## config.mk

```make
export PLATFORM = sky130hd
export DESIGN_NAME = lfu_control
export DESIGN_NICKNAME = d
export VERILOG_FILES = /design/src/rtl/core/lfu_pkg.sv /design/src/rtl/core/lfu_control.sv
export SDC_FILE = /design/constraint.sdc
export NUM_CORES = 1
export LEC_CHECK = 0
export ABC_AREA = 1
export BUFFER_PORTS_ARGS = -buffer_cell sky130_fd_sc_hd__buf_4
export CAP_MARGIN = 20
export CORE_ASPECT_RATIO = 0.6
export CORE_MARGIN = 4
export CORE_UTILIZATION = 54
export DETAILED_ROUTE_END_ITERATION = 8
export HOLD_SLACK_MARGIN = 0.03
export MAX_ROUTING_LAYER = met4
export PLACE_DENSITY = 0.84
export SYNTH_ARGS = -nofsm -noshare
export SYNTH_HDL_FRONTEND = slang
export SYNTH_SLANG_ARGS = --single-unit
```

## constraint.sdc

```tcl
create_clock -name clock -period 6.2 [get_ports clock]
set_clock_uncertainty 0.05 [all_clocks]
set_input_delay 0.93 -clock clock [delete_from_list [all_inputs] [get_ports clock]]
set_output_delay 0.93 -clock clock [all_outputs]
set_load 0.03 [all_outputs]
```

## src/rtl/core/lfu_pkg.sv

```systemverilog
`timescale 1ns / 1ps
// ----------------------------------------------------------------------------
// LFU cache package
// Shared command and status types between the controller and the datapath.
// ----------------------------------------------------------------------------
package lfu_pkg;

   localparam logic CMD_GET = 1'b0;
   localparam logic CMD_PUT = 1'b1;

   // Datapath operations issued by the controller.
   typedef enum logic [2:0] {
      OP_NONE,
      OP_LOAD,
      OP_SCAN,
      OP_TOUCH,
      OP_EVICT,
      OP_INSERT
   } op_type;

   typedef struct packed {
      op_type op;
   } dp_cmd_type;

   typedef struct packed {
      logic scan_last;
      logic found;
      logic victim_ok;
      logic free_ok;
      logic full;
   } dp_status_type;

endpackage

```

## src/rtl/core/lfu_control.sv

```systemverilog
`timescale 1ns / 1ps
// ----------------------------------------------------------------------------
// LFU cache controller
// Sequences the sweeps for one item and holds the result register.
// ----------------------------------------------------------------------------
module lfu_control (
   input  logic                   clock,
   input  logic                   reset,
   input  logic                   req_valid,
   output logic                   req_stall,
   input  logic                   req_command,
   input  logic [6:0]             capacity,
   output logic                   rsp_valid,
   input  logic                   rsp_stall,
   output logic                   rsp_hit,
   output logic [31:0]            rsp_read_value,
   output logic                   rsp_evicted,
   output logic [31:0]            rsp_evicted_key,
   output lfu_pkg::dp_cmd_type    cmd,
   input  lfu_pkg::dp_status_type status,
   input  logic [31:0]            found_value,
   input  logic [31:0]            victim_key
);
   typedef enum logic [2:0] {
      S_IDLE, S_SCAN, S_DECIDE, S_TOUCH, S_EVICT, S_INSERT, S_DONE
   } state_type;

   state_type   state_ff;
   logic        cmd_ff;
   logic        hit_ff;
   logic [31:0] read_value_ff;
   logic        evicted_ff;
   logic [31:0] evicted_key_ff;
   logic        out_busy;
   logic        accept;

   assign out_busy  = rsp_valid && rsp_stall;
   assign req_stall = (state_ff != S_IDLE);
   assign accept    = req_valid && !req_stall;

   always_comb begin
      unique case (state_ff)
         S_IDLE:   cmd.op = accept ? lfu_pkg::OP_LOAD : lfu_pkg::OP_NONE;
         S_SCAN:   cmd.op = lfu_pkg::OP_SCAN;
         S_TOUCH:  cmd.op = lfu_pkg::OP_TOUCH;
         S_EVICT:  cmd.op = lfu_pkg::OP_EVICT;
         S_INSERT: cmd.op = lfu_pkg::OP_INSERT;
         default:  cmd.op = lfu_pkg::OP_NONE;
      endcase
   end

   always_ff @(posedge clock) begin
      if (reset) begin
         state_ff  <= S_IDLE;
         rsp_valid <= 1'b0;
      end else begin
         if (state_ff == S_DONE && !out_busy) begin
            rsp_valid <= 1'b1;
         end else if (!rsp_stall) begin
            rsp_valid <= 1'b0;
         end
         unique case (state_ff)
            S_IDLE: begin
               if (accept) begin
                  cmd_ff   <= req_command;
                  state_ff <= S_SCAN;
               end
            end
            S_SCAN: begin
               if (status.scan_last) begin
                  state_ff <= S_DECIDE;
               end
            end
            S_DECIDE: begin
               // The earlier result may still be held on the outputs, so the
               // new one is staged until it is taken.
               hit_ff         <= status.found;
               read_value_ff  <= '1;
               evicted_ff     <= 1'b0;
               evicted_key_ff <= '0;
               if (cmd_ff == lfu_pkg::CMD_GET) begin
                  if (status.found) begin
                     read_value_ff <= found_value;
                     state_ff      <= S_TOUCH;
                  end else begin
                     state_ff <= S_DONE;
                  end
               end else if (capacity == '0) begin
                  state_ff <= S_DONE;
               end else if (status.found) begin
                  state_ff <= S_TOUCH;
               end else if (status.full && status.victim_ok) begin
                  evicted_ff     <= 1'b1;
                  evicted_key_ff <= victim_key;
                  state_ff       <= S_EVICT;
               end else if (status.free_ok) begin
                  state_ff <= S_INSERT;
               end else begin
                  state_ff <= S_DONE;
               end
            end
            S_TOUCH, S_INSERT: begin
               if (status.scan_last) begin
                  state_ff <= S_DONE;
               end
            end
            S_EVICT: begin
               if (status.scan_last) begin
                  state_ff <= S_INSERT;
               end
            end
            S_DONE: begin
               if (!out_busy) begin
                  rsp_hit         <= hit_ff;
                  rsp_read_value  <= read_value_ff;
                  rsp_evicted     <= evicted_ff;
                  rsp_evicted_key <= evicted_key_ff;
                  state_ff        <= S_IDLE;
               end
            end
            default: state_ff <= S_IDLE;
         endcase
      end
   end

endmodule

```

Yosys cells after proc, flatten, opt, wreduce, memory -nomap -nowiden --
Index checks and enable logic that the tools add are counted.
Cells by class: eq/ne operators 12, muxes and demuxes 17, reductions and logical operators 17, bitwise logic cells 5
Operators by type and width (number):
- 2-to-1 mux 3 bit | 9
- one-hot mux 3 bit (6 select lines) | 1
- one-hot mux 3 bit (5 select lines) | 1
- != test 2 bit, second input constant | 5
- equality test 3 bit, second input constant | 3
- logical NOT 7 bit | 1
- equality test 3 x 2 -> 1 bit, second input constant | 2
- AND reduction 3 bit | 2
- NOT 1 bit | 5
- AND reduction 5 bit | 1
- logical AND 1 bit | 4
- 2-to-1 mux 1 bit | 4
- 2-to-1 mux 2 bit | 2
- OR reduction 2 bit | 2
- OR reduction 4 bit | 1
- equality test 3 x 1 -> 1 bit, second input constant | 1
- logical NOT 3 bit | 1
- nonzero test 3 bit | 1
- OR reduction 3 bit | 1
- logical NOT 1 bit | 2
- != test 2 x 1 -> 1 bit, second input constant | 1
- AND reduction 2 bit | 1
Word-level totals: flip-flop bits (word level) 137, word-level logic and storage cells 62

Depth between registers and ports, before layout --
word-level depth 6, depth in mapped cells 9, depth with buffers taken out 9

Worst setup path before layout --
OpenSTA, ideal clock, no wires.
path type in2reg, start point in rsp_stall, end point reg rsp_evicted (enable), arrival time 3830 ps, buffers on the path 0, required time 5660 ps, setup slack 1830 ps, setup time 490 ps, stages on the path 3, cells stage by stage nand2_1 > nand2_1 > nor2_1
Between the ends: word-level cells in the longest chain between the ends 3
RTL lines:
- start: declaration | line lfu_control.sv:14 | input logic rsp_stall,
- logical AND 1 bit | line lfu_control.sv:37 | assign out_busy = rsp_valid && rsp_stall;
- NOT 1 bit (no source line)
- AND reduction 3 bit (no source line)
- end signal: assignment | line lfu_control.sv:116 | rsp_evicted <= evicted_ff;
- end: declaration | line lfu_control.sv:17 | output logic rsp_evicted,
Every way passes these cells. A chain may end at the register's enable or synchronous reset.

==> run_results.csv <==
group,metric,value,unit
sta,setup-tns-final,0,ns
place,dp_hpwl,6.78,mm
hold_path,min_path_type,"reg2reg",
hold_path,min_from,"evicted_key_ff[14]$_SDFFCE_PP0P_",
hold_path,holdPathStages,0,
grt,grt-ovfl-total,0,
sta,min_period,2.50,ns
synth,synth_cells,340,
floorplan,die_area,0.0108,mm2
power,power.leakage,2.88,nW
clock_tree,cts_sinks,137,
synth,syn_nets,421,
synth,yosysSeqAreaShare,82.6,%
layout,stdcell_count,632,
clock_tree,post_cts_buffers,0,
clock_tree,numCtsBuffers,17,
floorplan,die_x,131,um
clock_tree,cts_buffer_depth,2,
grt,grt_pass1_wl,15.5,mm
hold_path,holdPathEnd,"rsp_evicted_key[14]$_DFFE_PP_",
sta,rsz0062_at_grt,"false",
layout,syn_to_final_growth,37.4,%
place,gp_congestion,0.876,
clock_tree,clk_latency,0.41,ns
clock_tree,clockRootBuffer,"clkbuf_16",
floorplan,initial_utilization,56.8,%
layout,nNetsFinal,588,
synth,postSynthAreaPerCell,14.5,um2
place,io_buffer_count,151,
sta,hold_viol_final,0,
clock_tree,cts.clk_slew.worst_paths,0.05,ns
clock_tree,htreeDepth,4,
setup_path,startpoint_type,"flip-flop",
detailed_routing,antenna_left,0,
detailed_routing,drcViolationCount,0,
sta,finalSetupViolCount,0,
power,finalPower,0.00240,W
power,power.density,355,mW/mm2
floorplan,dieHeight,82.0,um
synth,syn_area,0.00493,mm2
grt,antenna_found_initial,0,
layout,diodes,0,
layout,drive_above_1_share,38.5,%
grt,grt_usage,20.2,%
sta,slew_viol_final,0,
run_status,status,"finished clean",
sta,period_share,40.3,%
clock_tree,cts-hold-fix-buffers,0,
grt,grt_max_degree,67,
clock_tree,cts_tree,"done",
sta,max_slew_margin,44.4,%
detailed_routing,drtIter0Drc,310,
sta,fmax,0.400,GHz
synth,yosysWarnings,0,
setup_path,reg2reg_setup_slack,4.13,ns
layout,fillers,509,
clock_tree,post_cts_resized,0,
place,place_inst,600,
job,drv_cap,0,
setup_path,path_max_fanout,5,
setup_path,endpoint_kind,"primary output",
setup_path,reg2reg_depth,5,
power,ir_worst_vdd,302,uV
setup_path,required,5.22,ns
detailed_routing,routedWlPerCell,15.6,um
synth,ys_ff_latch,137,
setup_path,critPathKind,"reg2out",
floorplan,core,0.00869,mm2
setup_path,worstPathArrival,1.52,ns
detailed_routing,num_vias,2995,
sta,max_slew.worst_pin.slew,0.835,ns
floorplan,io_pins,152,
setup_path,r2r-start,"state_ff[1]$_SDFFE_PP0P_",
detailed_routing,vias_per_cell,4.74,
detailed_routing,drt_wl_total,9.85,mm
synth,synth_cell_types,18,
detailed_routing,first_pass_iters,5,
grt,grt_pass1_vias,3064,
floorplan,rows,26,
setup_path,reg2reg_to,"read_value_ff[28]$_SDFFCE_PP1P_",
==> cells in the final DEF (no fill, tap or decap) <==
| master | count |
|---|---|
| o21bai_2 | 1 |
| clkinvlp_4 | 4 |
| edfxtp_1 | 133 |
| nand3_1 | 4 |
| clkbuf_16 | 17 |
| a21oi_2 | 3 |
| nand2_1 | 49 |
| inv_2 | 4 |
| clkinv_2 | 2 |
| nor2_2 | 4 |
| nor2_4 | 3 |
| a21oi_1 | 3 |
| buf_4 | 154 |
| clkinv_1 | 5 |
| nor2_1 | 40 |
| inv_1 | 77 |
| o21ai_0 | 3 |
| o21ai_1 | 2 |
| bufinv_16 | 3 |
| inv_6 | 1 |
| nand2_2 | 4 |
| dfxtp_1 | 4 |
==> cells by family (layout without fill, tap and decap cells) <==
logic type | count (synthesis) | count (layout) | synth area share [%]
and+or+nand+nor | 104 | 104 | 8.53
DFF | 137 | 137 | 82.6
buffers and inverters | 87 | 267 | 7.26
AOI/OAI and AO/OA | 12 | 12 | 1.57
==> cell type report <==
cell class	count	area, um2	share of cell area, %
flip-flops and latches	137	4070	60.2
repair buffers	154	1160	17.1
multi-input cells	116	515	7.61
clock buffers	17	425	6.28
inverters	81	304	4.49
clock inverters	15	158	2.33
well taps	112	140	2.07
==> cell usage after synthesis (all sizes together) <==
cell | instances | area, um2
a21oi | 6 | 41.3
clkbuf | 2 | 27.5
nand3 | 4 | 20.0
dfxtp | 4 | 80.1
buf | 4 | 26.3
edfxtp | 133 | 3990
o21ai | 5 | 25.0
o21bai | 1 | 11.3
inv | 81 | 304
nor2 | 47 | 191
nand2 | 53 | 209
==> worst max-delay path, stage by stage, from the launching register on <==
cell and delay, ns:
dfxtp_1 0.44, inv_2 0.08, nor2_2 0.16, nor2_1 0.09
o21ai_0 0.15, buf_4 0.18
==> sequential cells by signal (all words and copies together) (netlist names) <==
| register | count |
|---|---|
| hit_ff | 1 |
| rsp_hit | 1 |
| rsp_valid | 1 |
| evicted_ff | 1 |
| rsp_read_value | 32 |
| evicted_key_ff | 32 |
| rsp_evicted | 1 |
| state_ff | 3 |
| cmd_ff | 1 |
| read_value_ff | 32 |
| rsp_evicted_key | 32 |
==> worst max-delay path by stage <==
stage                                         from                             to  slack [ns]
after floorplan                          rsp_stall          rsp_evicted$_DFFE_PP_        1.83
after detailed placement                 rsp_stall  rsp_evicted_key[11]$_DFFE_PP_        3.73
after global placement                   rsp_stall  rsp_evicted_key[13]$_DFFE_PP_        3.78
final                     state_ff[2]$_SDFFE_PP0P_                         cmd[0]        3.70
after global routing      state_ff[2]$_SDFFE_PP0P_                         cmd[0]        3.60
after CTS                 state_ff[1]$_SDFFE_PP0P_                         cmd[0]        3.71
==> power breakdown <==
| group | switching (W) | leakage [nW] | internal [W] | total, W |
|---|---|---|---|---|
| Clock | 0.000359 | 0.273 | 0.000624 | 0.000983 |
| Combinational | 0.000195 | 1.38 | 0.000104 | 0.000299 |
| Sequential | 0.0000256 | 1.23 | 0.00110 | 0.00112 |
==> stage by stage <==
| stage | hold WS [ns] | setup WS (ns) | cell area [um2] | util, % |
|---|---|---|---|---|
| 2_1_floorplan | 0.350 | 1.83 | 4930 | - |
| 3_3_place_gp | 0.351 | 3.78 | 6190 | 71.3 |
| 3_5_place_dp | 0.355 | 3.73 | 6190 | 71.3 |
| 4_1_cts | 0.363 | 3.71 | 6770 | 78.0 |
| 5_1_grt | 0.376 | 3.60 | 6770 | 78.0 |
| 6_report | 0.364 | 3.70 | 6770 | 78.0 |
==> metal layers <==
| layer | routed length (um) | share of wire [%] | vias up | track usage (%) |
|---|---|---|---|---|
| li1 | - | - | 1434 | - |
| met1 | 3890 | 39 | 1397 | 23.0 |
| met2 | 4680 | 48 | 151 | 31.9 |
| met3 | 1120 | 11 | 13 | 9.18 |
| met4 | 152 | 1.5 | 0 | 8.81 |
| met5 | 0 | 0 | - | - |
(Power assumes the default switching activity.)
